==> config.mk <==
export PLATFORM = sky130hd
export DESIGN_NAME = per_class_priority_deque_core_flat
export DESIGN_NICKNAME = d
export VERILOG_FILES = /design/src/sv/pcpd_pkg.sv /design/src/sv/pcpd_if.sv /design/src/sv/pcpd_entry_ram.sv /design/src/sv/per_class_priority_deque_core.sv /design/src/flat_wrapper.sv
export SDC_FILE = /design/constraint.sdc
export NUM_CORES = 2
export LEC_CHECK = 0
export ABC_AREA = 0
export BUFFER_PORTS_ARGS = -buffer_cell sky130_fd_sc_hd__clkbuf_2
export CORE_MARGIN = 4
export CORE_UTILIZATION = 60
export CTS_CLUSTER_DIAMETER = 30
export DETAILED_ROUTE_END_ITERATION = 8
export GPL_TIMING_DRIVEN = 0
export PLACE_DENSITY = 0.83
export SETUP_SLACK_MARGIN = 0.15
export SLEW_MARGIN = 10
export SYNTH_ARGS = -nofsm -noshare
export SYNTH_HDL_FRONTEND = slang
export SYNTH_SLANG_ARGS = --single-unit
export TNS_END_PERCENT = 5
==> constraint.sdc <==
create_clock -name clk_i -period 10.9 [get_ports clk_i]
set_input_delay 1.635 -clock clk_i [delete_from_list [all_inputs] [get_ports clk_i]]
set_output_delay 1.635 -clock clk_i [all_outputs]
set_load 0.01 [all_outputs]
==> src/sv/pcpd_pkg.sv <==
// shared constants, types and helpers for the per-class priority deque
`default_nettype none
package pcpd_pkg;

  localparam int QUEUE_DEPTH = 8;
  localparam int NUM_QUEUES  = 16;

  localparam int NUM_ENTRIES = NUM_QUEUES * QUEUE_DEPTH;
  localparam int QW = (NUM_QUEUES > 1) ? $clog2(NUM_QUEUES) : 1;
  localparam int SW = (QUEUE_DEPTH > 1) ? $clog2(QUEUE_DEPTH) : 1;
  localparam int LW = $clog2(QUEUE_DEPTH + 1);
  localparam int AW = (NUM_ENTRIES > 1) ? $clog2(NUM_ENTRIES) : 1;

  localparam logic MODE_ADD = 1'b0;
  localparam logic MODE_POP = 1'b1;

  localparam logic [1:0] CODE_ADDED  = 2'd0;
  localparam logic [1:0] CODE_FULL   = 2'd1;
  localparam logic [1:0] CODE_SERVED = 2'd2;
  localparam logic [1:0] CODE_EMPTY  = 2'd3;

  typedef struct packed {
    logic [15:0] id;
    logic        urg;
  } entry_t;

  typedef struct packed {
    logic          rd_en;
    logic [AW-1:0] rd_addr;
    logic          wr_en;
    logic [AW-1:0] wr_addr;
    entry_t        wdata;
  } ram_req_t;

  function automatic logic [AW-1:0] addr_of(logic [QW-1:0] q, logic [SW-1:0] s);
    logic [AW:0] a;
    a = (AW+1)'(q) * (AW+1)'(QUEUE_DEPTH) + (AW+1)'(s);
    return a[AW-1:0];
  endfunction

  function automatic logic [3:0] len_field(logic [LW-1:0] l);
    logic [LW+3:0] t;
    t = {4'b0000, l};
    return t[3:0];
  endfunction

endpackage
`default_nettype wire

==> src/sv/pcpd_if.sv <==
// request and response channel interfaces
`default_nettype none
interface pcpd_req_if;
  logic        valid;
  logic        ready;
  logic        mode;
  logic [3:0]  queue_index;
  logic [15:0] entry_id;
  logic        urgent;

  modport source (output valid, mode, queue_index, entry_id, urgent, input ready);
  modport sink   (input valid, mode, queue_index, entry_id, urgent, output ready);
endinterface

interface pcpd_rsp_if;
  logic        valid;
  logic        ready;
  logic [1:0]  result_code;
  logic [15:0] served_id;
  logic        served_urgent;
  logic [3:0]  queue_length;

  modport source (output valid, result_code, served_id, served_urgent, queue_length,
                  input ready);
  modport sink   (input valid, result_code, served_id, served_urgent, queue_length,
                  output ready);
endinterface
`default_nettype wire

==> src/sv/pcpd_entry_ram.sv <==
// entry store: one write port, one registered read port
`default_nettype none
module pcpd_entry_ram
  import pcpd_pkg::*;
(
  input  wire logic     clk_i,
  input  wire ram_req_t req_i,
  output entry_t        rdata_o
);

  entry_t mem [NUM_ENTRIES];
  entry_t rdata_q;

  always_ff @(posedge clk_i) begin
    if (req_i.wr_en) begin
      mem[req_i.wr_addr] <= req_i.wdata;
    end
    if (req_i.rd_en) begin
      rdata_q <= mem[req_i.rd_addr];
    end
  end

  assign rdata_o = rdata_q;

endmodule
`default_nettype wire

==> src/sv/per_class_priority_deque_core.sv <==
// per-class priority deque: sequencer, queue lengths and response register
//
//  channel | dir | payload                                              | handshake
//  req_if  | in  | mode, queue_index, entry_id, urgent                  | valid/ready
//  rsp_if  | out | result_code, served_id, served_urgent, queue_length  | valid/ready
//
// a rejected add, an empty pop or a bad index goes straight to the response; a tail
// add or an urgent add to an empty queue writes its entry at once; any other urgent
// add or a pop first shifts the queue, the entries moving one per cycle through the
// single port pair of the entry ram. a held result waits in the response state.
// reset clears queue lengths, state, count and flags; entries stay undefined.
// ready is high whenever the sequencer is idle, even while a result waits on rsp_if.
`default_nettype none
module per_class_priority_deque_core
  import pcpd_pkg::*;
(
  input  wire logic   clk_i,
  input  wire logic   rst_ni,
  pcpd_req_if.sink    req_if,
  pcpd_rsp_if.source  rsp_if
);

  localparam logic [1:0] ST_IDLE  = 2'd0;
  localparam logic [1:0] ST_SHIFT = 2'd1;
  localparam logic [1:0] ST_HEAD  = 2'd2;
  localparam logic [1:0] ST_RESP  = 2'd3;

  logic [1:0]    state_q, state_d;
  logic          mode_q, mode_d;
  logic [QW-1:0] q_q, q_d;
  logic [15:0]   id_q, id_d;
  logic          urg_q, urg_d;
  logic [LW-1:0] len_q, len_d;
  logic [LW-1:0] cnt_q, cnt_d;
  logic [SW-1:0] src_q, src_d;
  logic [SW-1:0] dst_q, dst_d;
  logic [SW-1:0] wslot_q, wslot_d;
  logic          rd_v_q, rd_v_d;
  logic          cap_q, cap_d;

  logic [1:0]    res_code_q, res_code_d;
  logic [15:0]   res_id_q, res_id_d;
  logic          res_urg_q, res_urg_d;
  logic [3:0]    res_len_q, res_len_d;

  logic          out_valid_q, out_valid_d;
  logic [1:0]    out_code_q;
  logic [15:0]   out_id_q;
  logic          out_urg_q;
  logic [3:0]    out_len_q;
  logic          out_load;

  logic [LW-1:0] lengths_q [NUM_QUEUES];
  logic          len_we;
  logic [LW-1:0] len_new;

  logic          acc;
  logic [QW-1:0] in_q;
  logic          in_q_ok;
  logic [LW-1:0] in_len;

  ram_req_t      ram_req;
  entry_t        rdata;

  pcpd_entry_ram u_ram (
    .clk_i   (clk_i),
    .req_i   (ram_req),
    .rdata_o (rdata)
  );

  assign req_if.ready = (state_q == ST_IDLE);
  assign acc          = req_if.valid && req_if.ready;
  assign in_q         = QW'(req_if.queue_index);
  assign in_q_ok      = (32'(req_if.queue_index) < 32'(NUM_QUEUES));
  assign in_len       = lengths_q[in_q];

  always_comb begin
    state_d    = state_q;
    mode_d     = mode_q;
    q_d        = q_q;
    id_d       = id_q;
    urg_d      = urg_q;
    len_d      = len_q;
    cnt_d      = cnt_q;
    src_d      = src_q;
    dst_d      = dst_q;
    wslot_d    = wslot_q;
    rd_v_d     = 1'b0;
    cap_d      = cap_q;
    res_code_d = res_code_q;
    res_id_d   = res_id_q;
    res_urg_d  = res_urg_q;
    res_len_d  = res_len_q;
    len_we     = 1'b0;
    len_new    = in_len;
    out_load   = 1'b0;

    ram_req.rd_en   = 1'b0;
    ram_req.rd_addr = addr_of(q_q, src_q);
    ram_req.wr_en   = 1'b0;
    ram_req.wr_addr = addr_of(q_q, dst_q);
    ram_req.wdata   = rdata;

    unique case (state_q)
      ST_IDLE: begin
        if (acc) begin
          mode_d    = req_if.mode;
          q_d       = in_q;
          id_d      = req_if.entry_id;
          urg_d     = req_if.urgent;
          len_d     = in_len;
          res_id_d  = 16'd0;
          res_urg_d = 1'b0;
          if (!in_q_ok) begin
            res_code_d = (req_if.mode == MODE_POP) ? CODE_EMPTY : CODE_FULL;
            res_len_d  = 4'd0;
            state_d    = ST_RESP;
          end else if (req_if.mode == MODE_ADD) begin
            if (in_len >= LW'(QUEUE_DEPTH)) begin
              res_code_d = CODE_FULL;
              res_len_d  = len_field(in_len);
              state_d    = ST_RESP;
            end else begin
              len_we     = 1'b1;
              len_new    = in_len + LW'(1);
              res_code_d = CODE_ADDED;
              res_len_d  = len_field(len_new);
              if (req_if.urgent && (in_len != '0)) begin
                src_d   = SW'(in_len - LW'(1));
                cnt_d   = in_len;
                wslot_d = '0;
                state_d = ST_SHIFT;
              end else begin
                wslot_d = req_if.urgent ? '0 : SW'(in_len);
                state_d = ST_HEAD;
              end
            end
          end else begin
            if (in_len == '0) begin
              res_code_d = CODE_EMPTY;
              res_len_d  = 4'd0;
              state_d    = ST_RESP;
            end else begin
              len_we     = 1'b1;
              len_new    = in_len - LW'(1);
              res_code_d = CODE_SERVED;
              res_len_d  = len_field(len_new);
              src_d      = '0;
              cnt_d      = in_len;
              state_d    = ST_SHIFT;
            end
          end
        end
      end
      ST_SHIFT: begin
        // data read last cycle lands here: captured if it is the head on a pop, else moved
        if (rd_v_q) begin
          if (cap_q) begin
            res_id_d  = rdata.id;
            res_urg_d = rdata.urg;
          end else begin
            ram_req.wr_en = 1'b1;
          end
        end
        if (cnt_q != '0) begin
          ram_req.rd_en = 1'b1;
          rd_v_d        = 1'b1;
          cnt_d         = cnt_q - LW'(1);
          if (mode_q == MODE_POP) begin
            cap_d = (src_q == '0);
            dst_d = src_q - SW'(1);
            src_d = src_q + SW'(1);
          end else begin
            cap_d = 1'b0;
            dst_d = src_q + SW'(1);
            src_d = src_q - SW'(1);
          end
        end else begin
          state_d = (mode_q == MODE_POP) ? ST_RESP : ST_HEAD;
        end
      end
      ST_HEAD: begin
        ram_req.wr_en   = 1'b1;
        ram_req.wr_addr = addr_of(q_q, wslot_q);
        ram_req.wdata   = '{id: id_q, urg: urg_q};
        state_d         = ST_RESP;
      end
      ST_RESP: begin
        if (!out_valid_q || rsp_if.ready) begin
          out_load = 1'b1;
          state_d  = ST_IDLE;
        end
      end
      default: begin
        state_d = ST_IDLE;
      end
    endcase

    out_valid_d = out_load || (out_valid_q && !rsp_if.ready);
  end

  always_ff @(posedge clk_i or negedge rst_ni) begin
    if (!rst_ni) begin
      state_q     <= ST_IDLE;
      rd_v_q      <= 1'b0;
      cap_q       <= 1'b0;
      cnt_q       <= '0;
      out_valid_q <= 1'b0;
      for (int i = 0; i < NUM_QUEUES; i++) begin
        lengths_q[i] <= '0;
      end
    end else begin
      state_q     <= state_d;
      rd_v_q      <= rd_v_d;
      cap_q       <= cap_d;
      cnt_q       <= cnt_d;
      out_valid_q <= out_valid_d;
      if (len_we) begin
        lengths_q[in_q] <= len_new;
      end
    end
  end

  always_ff @(posedge clk_i) begin
    mode_q     <= mode_d;
    q_q        <= q_d;
    id_q       <= id_d;
    urg_q      <= urg_d;
    len_q      <= len_d;
    src_q      <= src_d;
    dst_q      <= dst_d;
    wslot_q    <= wslot_d;
    res_code_q <= res_code_d;
    res_id_q   <= res_id_d;
    res_urg_q  <= res_urg_d;
    res_len_q  <= res_len_d;
    if (out_load) begin
      out_code_q <= res_code_q;
      out_id_q   <= res_id_q;
      out_urg_q  <= res_urg_q;
      out_len_q  <= res_len_q;
    end
  end

  assign rsp_if.valid         = out_valid_q;
  assign rsp_if.result_code   = out_code_q;
  assign rsp_if.served_id     = out_id_q;
  assign rsp_if.served_urgent = out_urg_q;
  assign rsp_if.queue_length  = out_len_q;

`ifndef SYNTHESIS
  a_rdata_follows_read: assert property (@(posedge clk_i) disable iff (!rst_ni)
    rd_v_q |-> $past(ram_req.rd_en))
    else $error("read data flagged without a read in the previous cycle");

  a_shift_count_bounded: assert property (@(posedge clk_i) disable iff (!rst_ni)
    (state_q == ST_SHIFT) |-> (cnt_q <= len_q))
    else $error("shift count beyond queue length");

  a_move_within_queue: assert property (@(posedge clk_i) disable iff (!rst_ni)
    (state_q == ST_SHIFT && ram_req.wr_en) |-> (32'(dst_q) <= 32'(len_q)))
    else $error("entry move outside the occupied slots");

  a_head_write_on_add: assert property (@(posedge clk_i) disable iff (!rst_ni)
    (state_q == ST_HEAD) |-> (mode_q == MODE_ADD && res_code_q == CODE_ADDED))
    else $error("entry write on a request that adds nothing");
`endif

endmodule
`default_nettype wire

==> src/flat_wrapper.sv <==
// flat-port wrapper written by rule: the top's interface ports become plain ports
module per_class_priority_deque_core_flat import pcpd_pkg::*;
  (clk_i, rst_ni, req_if_valid, req_if_mode, req_if_queue_index, req_if_entry_id, req_if_urgent, req_if_ready, rsp_if_valid, rsp_if_result_code, rsp_if_served_id, rsp_if_served_urgent, rsp_if_queue_length, rsp_if_ready);
  pcpd_req_if req_if_i ();
  pcpd_rsp_if rsp_if_i ();
  input  wire logic clk_i;
  input  wire logic rst_ni;
  input wire logic [$bits(req_if_i.valid)-1:0] req_if_valid;
  input wire logic [$bits(req_if_i.mode)-1:0] req_if_mode;
  input wire logic [$bits(req_if_i.queue_index)-1:0] req_if_queue_index;
  input wire logic [$bits(req_if_i.entry_id)-1:0] req_if_entry_id;
  input wire logic [$bits(req_if_i.urgent)-1:0] req_if_urgent;
  output wire logic [$bits(req_if_i.ready)-1:0] req_if_ready;
  output wire logic [$bits(rsp_if_i.valid)-1:0] rsp_if_valid;
  output wire logic [$bits(rsp_if_i.result_code)-1:0] rsp_if_result_code;
  output wire logic [$bits(rsp_if_i.served_id)-1:0] rsp_if_served_id;
  output wire logic [$bits(rsp_if_i.served_urgent)-1:0] rsp_if_served_urgent;
  output wire logic [$bits(rsp_if_i.queue_length)-1:0] rsp_if_queue_length;
  input wire logic [$bits(rsp_if_i.ready)-1:0] rsp_if_ready;
  assign req_if_i.valid = req_if_valid;
  assign req_if_i.mode = req_if_mode;
  assign req_if_i.queue_index = req_if_queue_index;
  assign req_if_i.entry_id = req_if_entry_id;
  assign req_if_i.urgent = req_if_urgent;
  assign req_if_ready = req_if_i.ready;
  assign rsp_if_valid = rsp_if_i.valid;
  assign rsp_if_result_code = rsp_if_i.result_code;
  assign rsp_if_served_id = rsp_if_i.served_id;
  assign rsp_if_served_urgent = rsp_if_i.served_urgent;
  assign rsp_if_queue_length = rsp_if_i.queue_length;
  assign rsp_if_i.ready = rsp_if_ready;
  per_class_priority_deque_core u_core (.clk_i(clk_i), .rst_ni(rst_ni), .req_if(req_if_i), .rsp_if(rsp_if_i));
endmodule
Yosys cells after proc, flatten, opt, wreduce, memory -nomap -nowiden
Memories as Yosys holds them, arrays and structs flattened. A register that Yosys moved wholly into a read port is not among the register bits.
Cells that the tools add are included.
{"block": "totals", "regBits": 150, "ramBits": 2176, "in_bits": 26, "output_inout_bits": 25, "wordCells": 149, "mem_count": 1}
{"block": "op_classes", "addsub": 8, "order_cmp": 3, "n_eq_ne": 12, "muxes": 65, "bitwise": 3, "reduce_logical": 21}
{"memory": "u_core.u_ram.mem", "words": 128, "word_bits": 17, "rd": 1, "rd_ports_with_merged_regs": 1, "wr": 1, "line": "pcpd_entry_ram.sv:11", "source": "entry_t mem [NUM_ENTRIES];"}
{"cell": "$bwmux 64", "n": 1}
{"cell": "$mux 4", "n": 16}
{"cell": "$mux 16", "n": 3}
{"cell": "$pmux 16 s2", "n": 1}
{"cell": "$mux 24", "n": 1}
{"cell": "$mux 3", "n": 8}
{"cell": "$add 7x3->7", "n": 3}
{"cell": "$mux 1", "n": 20}
{"cell": "$bmux 4 s4", "n": 1}
{"cell": "$demux 4 s4", "n": 1}
{"cell": "$mux 2", "n": 8}
{"cell": "$ne 3x3->1 const B", "n": 3}
{"cell": "$ne 2x1->1 const B", "n": 4}
{"cell": "$pmux 2 s4", "n": 1}
{"cell": "$pmux 4 s2", "n": 1}
{"cell": "$reduce_and 4->1", "n": 2}
{"cell": "$reduce_bool 4->1", "n": 2}
{"cell": "$sub 4x1->4 const B", "n": 2}
{"cell": "$pmux 3 s2", "n": 1}
{"cell": "$reduce_and 6->1", "n": 1}
{"cell": "$ge 5x5->1 const B", "n": 1}
{"cell": "$lt 5x1->1 const B", "n": 1}
{"cell": "$not 4->5", "n": 1}
{"cell": "$add 4x1->4 const B", "n": 1}
{"cell": "other kinds (18)", "n": 28}

Longest topological paths before layout
{"block": "logic_depth", "depth_word": 11, "ltp_mapped": 17}

By module
Synthesis repeated with hierarchy kept, for this count alone.
{"block": "hier_totals", "hier_cells": 3741, "hier_area_um2": 90382.9}
{"mod": "pcpd_entry_ram", "n_inst": 1, "cells_each": 3269, "area_per_inst_um2": 83582.7, "seq_area_each_um2": 65853.2}
{"mod": "per_class_priority_deque_core", "n_inst": 1, "cells_each": 472, "area_per_inst_um2": 6800.3, "seq_area_each_um2": 4108.9}

Least setup slack after synthesis
No wires, ideal clock.
{"block": "synth_timing", "kind": "input -> register", "from": "input port req_if_queue_index[0]", "to": "register u_core.lengths_q[0] in the netlist's numbering", "t_arrival_ps": 4761, "setup_slack_ps": 6014, "stages": 15, "path_buffers": 2, "path_cell_list": "buf_6 mux4_1 mux2_2 o21ai_4 ha_1 inv_1 a2111oi_0 a41o_1 inv_2 ha_1 nor3_1 a21oi_1 o221ai_1 buf_2 mux2_2"}
{"block": "synth_between", "elab_chain_len": 10}
{"element": "start, declared", "line": "flat_wrapper.sv:10", "source": "input wire logic [$bits(req_if_i.queue_index)-1:0] req_if_queue_index;"}
{"element": "$not 4->5 (implied by the code) *", "line": "per_class_priority_deque_core.sv:75, per_class_priority_deque_core.sv:219"}
{"element": "$bmux 4 s4", "line": "per_class_priority_deque_core.sv:75", "source": "assign in_len = lengths_q[in_q];"}
{"element": "$mux 4 (implied by the code) (2 in series)", "line": "per_class_priority_deque_core.sv:75"}
{"element": "$add 4x1->4 (tied with other cells)", "line": "per_class_priority_deque_core.sv:125", "source": "len_new = in_len + LW'(1);"}
{"element": "$mux 4, on equally long branches", "line": "per_class_priority_deque_core.sv:119, per_class_priority_deque_core.sv:139"}
{"element": "$mux 4", "line": "per_class_priority_deque_core.sv:118", "source": "end else if (req_if.mode == MODE_ADD) begin"}
{"element": "$mux 4", "line": "per_class_priority_deque_core.sv:106", "source": "if (acc) begin"}
{"element": "$mux 4", "line": "per_class_priority_deque_core.sv:104", "source": "unique case (state_q)"}
{"element": "$bwmux 64", "line": "per_class_priority_deque_core.sv:219", "source": "lengths_q[in_q] <= len_new;"}
{"element": "end signal, assigned by index", "line": "per_class_priority_deque_core.sv:219"}
{"element": "end, declared", "line": "per_class_priority_deque_core.sv:53", "source": "logic [LW-1:0] lengths_q [NUM_QUEUES];"}
Every way passes the cells marked *; elsewhere a longest branch is shown, timed or not. The select of a mux whose other input is x is not followed.
A chain may end at the register's enable or synchronous reset.

Worst setup path after layout
{"block": "layout_timing", "from": "register u_core.src_q[1]", "to": "register, netlist name u_core.u_ram.rdata_o[6]"}
{"block": "layout_between", "elab_chain_len": 1}
{"element": "start, declared", "line": "per_class_priority_deque_core.sv:35", "source": "logic [SW-1:0] src_q, src_d;"}
{"element": "start signal, assigned", "line": "per_class_priority_deque_core.sv:230", "source": "src_q <= src_d;"}
{"element": "$add 7x3->7", "line": "pcpd_pkg.sv:37", "source": "a = (AW+1)'(q) * (AW+1)'(QUEUE_DEPTH) + (AW+1)'(s);"}
No other way between the ends.

==> out/qor.txt <==
Leftover overflow at the end of global routing = 0
Root Driver = sky130_fd_sc_hd__clkbuf_16
FMAX = 168 MHz
Fraction of layout instances using a drive strength above 1 = 0.393
Clock insertion delay at the later pin of the skew report = 1.01 ns
Critical path arrival = 6.56 ns
Aggregate routed wire length = 308 mm
Period Utilization, post-route = 0.547
Vias per std cell = 7.80
Number of nets in the final layout = 4441
#FFs+latches synth = 2342
Detailed-router iteration count before antenna repair = 9
Setup Fix Bufs, Post-CTS = 0
Starting density of the core = 0.604
CTS Buffer Depth = 4
Area added between synthesis and finish = 21.4%
FP Rows = 142
Number of enable-type register cells in the synthesized netlist = 2269
Number of clock sinks = 2342
Share of the core filled with cells = 0.733
Crit end category = flop
Worst clock skew = 0.0651 ns
Hold buffer count at CTS = 0
Detailed router's first-iteration violation count = 11100
Post-layout minimum cycle time = 5.96 ns
GP Congestion = 0.918
Sequential element share of the synthesized area = 0.773
Classification of the worst-slack hold path = flop to flop
Sum of net half-perimeters after detailed placement = 154 mm
Area of the core region = 0.150 mm^2
Status = finished, violations left
TNS Setup = 0 ns
Antenna violation net count after detailed routing = 0
Largest fanout of any net on the critical path = 10
Via count = 52700
Final count of pins violating max slew = 12
Worst Hold Endpoint = u_core.rsp_if.queue_length[1]
Mean area per synthesized cell = 23.8 um^2
Normalized max-slew margin = -0.00542
Vias in the first global route = 52300
Chip width = 396 um
Number of hold-slack violations in the final timing report = 0
Die span in y = 396 um
Max H-tree Level = 5
Capture instance of the worst register-to-register path = u_core.u_ram.rdata_o[6]
Worst hold path cell count = 0
Largest voltage drop on the vdd net = 0.258 mV
Post-detailed-route DRC marker count = 2
Setup slack, reg-to-reg = 4.94 ns
Worst path required time = 11.49 ns
Actual slew at the worst max-slew pin = 1.51 ns
Syn_nets = 3848
Number of library cell types mapped by synthesis = 62
Mapped Area = 0.0905 mm^2
Number of cells traversed by the worst register-to-register path = 8
Power density cells = 318 mW/mm^2
Die Outline Area = 0.157 mm^2
Share of synthesized flip-flops with an asynchronous set or reset = 0.0312
RSZ-0062 raised after global routing = false
Clock tree from TritonCTS = built
Total GRT Usage = 0.397
# port buffers = 50
Antenna violations before repair = 25
Most used flip-flop cell after synthesis = sky130_fd_sc_hd__edfxtp_1
TritonCTS buffer count = 402
I/O pin cnt = 51
Nature of the critical path startpoint = flop
P_leak = 0.0361 uW
Clock transition time at the flip-flop clock pins of the worst setup and hold paths = 0.06 ns
Failing checks = design-rule violations, max-capacitance violations, max-slew violations
Startpoint of the most critical register-to-register path = u_core.src_q[1]
Maxcap violations = 1
Number of gates given a new drive strength after cts = 0
Cells after synthesis = 3811
Start point of the worst min-delay path = u_core.res_len_q[1]
Category of the critical setup timing path = flop to flop
Largest net degree at the start of global routing = 129
Number of setup violations in the final report = 0
Wire length of the first global-routing pass = 429 mm
Syn. warnings = 0
Wire length per cell after detailed routing = 45.6 um
## flip-flops by register name, indices dropped and copies added, names as in the netlist, 16 cells and up
| name | count |
|---|---|
| u_core.rsp_if.served_id | 16 |
| u_core.u_ram.rdata_o | 17 |
| u_core.lengths_q | 64 |
| u_core.id_q | 16 |
| u_core.res_id_q | 16 |
| u_core.u_ram.mem | 2176 |
## cell families (layout without fill, tap and decap cells)
logic type      count (synthesis)  after routing  share of synthesized area
fa+ha+maj                      11             11                    0.00152
simple gates                  274            274                     0.0133
mux                           867            867                      0.193
compound gates                 89             89                    0.00811
other cells                     0             18                          0
xor+xnor                        4              4                   0.000387
flops                        2342           2342                      0.773
buf+inv                       224           1139                     0.0106
## layout make-up
| class | instances | area, um^2 |
|---|---|---|
| Sequential cell | 2342 | 70000 |
| Fill cell | 7074 | 40100 |
| Inverter | 19 | 71.3 |
| Clock buffer | 430 | 10400 |
| Buffer | 205 | 911 |
| Clock inverter | 296 | 3380 |
| Tap cell | 2016 | 2520 |
| Multi-Input combinational cell | 1245 | 20100 |
| Antenna cell | 18 | 45.0 |
| Timing Repair Buffer | 189 | 2450 |
## placed cells by master, fill, tap and decap left out, drive strengths merged, types with 52 or more instances in the layout
master,n
clkbuf,589
mux4,692
nor2,153
inv,100
clkinv,121
bufinv,52
mux2,89
dfrtp,73
mux2i,86
edfxtp,2269
buf,235
## power by group
group / switching, uW / total [uW] / internal, uW
Sequential: 160 / 11900 / 11700
Clock: 5040 / 13300 / 8240
Combinational: 6650 / 9790 / 3140
Total: 11900 / 34900 / 23100
## critical path, stage by stage, from the launching register on
cell and delay [ns]:
sky130_fd_sc_hd__edfxtp_1 0.42, sky130_fd_sc_hd__clkbuf_1 0.34, sky130_fd_sc_hd__clkbuf_1 0.65, sky130_fd_sc_hd__buf_1 0.89
sky130_fd_sc_hd__clkbuf_1 0.98, sky130_fd_sc_hd__mux4_2 0.47, sky130_fd_sc_hd__mux4_2 0.35, sky130_fd_sc_hd__mux2i_1 0.29
sky130_fd_sc_hd__a221oi_1 1.14
## how the worst max path moves through the flow
stage          slack (ns)  cells after the start             startpoint                       end
2_1_floorplan        6.01                     15  req_if_queue_index[0]       u_core.lengths_q[0]
3_3_place_gp         4.97                     18  req_if_queue_index[1]      u_core.lengths_q[36]
3_5_place_dp         4.86                     18  req_if_queue_index[1]      u_core.lengths_q[12]
4_1_cts              5.27                      7          u_core.q_q[1]  u_core.u_ram.mem[112][4]
5_1_grt              5.15                     17  req_if_queue_index[1]      u_core.lengths_q[20]
6_report             4.94                      8        u_core.src_q[1]   u_core.u_ram.rdata_o[6]
## synth_stat cells, drive strengths merged (5+ instances only)
master | count | area, um^2
edfxtp | 2269 | 68100
mux4 | 692 | 15600
nor2 | 153 | 577
clkbuf | 107 | 402
buf | 98 | 485
mux2 | 89 | 1010
mux2i | 86 | 873
dfrtp | 73 | 1830
nand2 | 42 | 158
and2 | 21 | 131
a221oi | 20 | 175
nand3 | 20 | 100
inv | 19 | 71.3
a22o | 17 | 149
a21oi | 12 | 63.8
ha | 11 | 138
nor2b | 10 | 62.6
o21ai | 10 | 65.1
nor3 | 9 | 45.0
nor3b | 5 | 37.5
o32ai | 5 | 51.3
## stage by stage
step	power, uW	cell area (um^2)	hold slack (ns)	setup slack, ns	std cells
final	34900	110000	0.422	4.94	6760
after global routing	35200	110000	0.431	5.15	6743
after CTS	34300	110000	0.421	5.27	6742
after detailed placement	20600	96000	0.406	4.86	6016
after global placement	20000	93300	0.401	4.97	5877
after floorplan	16900	90500	0.400	6.01	3811
## per-layer routing
layer	up-vias	part of all wire	global-route usage
met5	-	0.00057	0.00277
met4	20	0.088	0.255
met3	1743	0.16	0.146
met2	6947	0.45	0.597
met1	26300	0.30	0.494
li1	17700	-	-
Note: power is estimated with default switching activity, not from simulation.
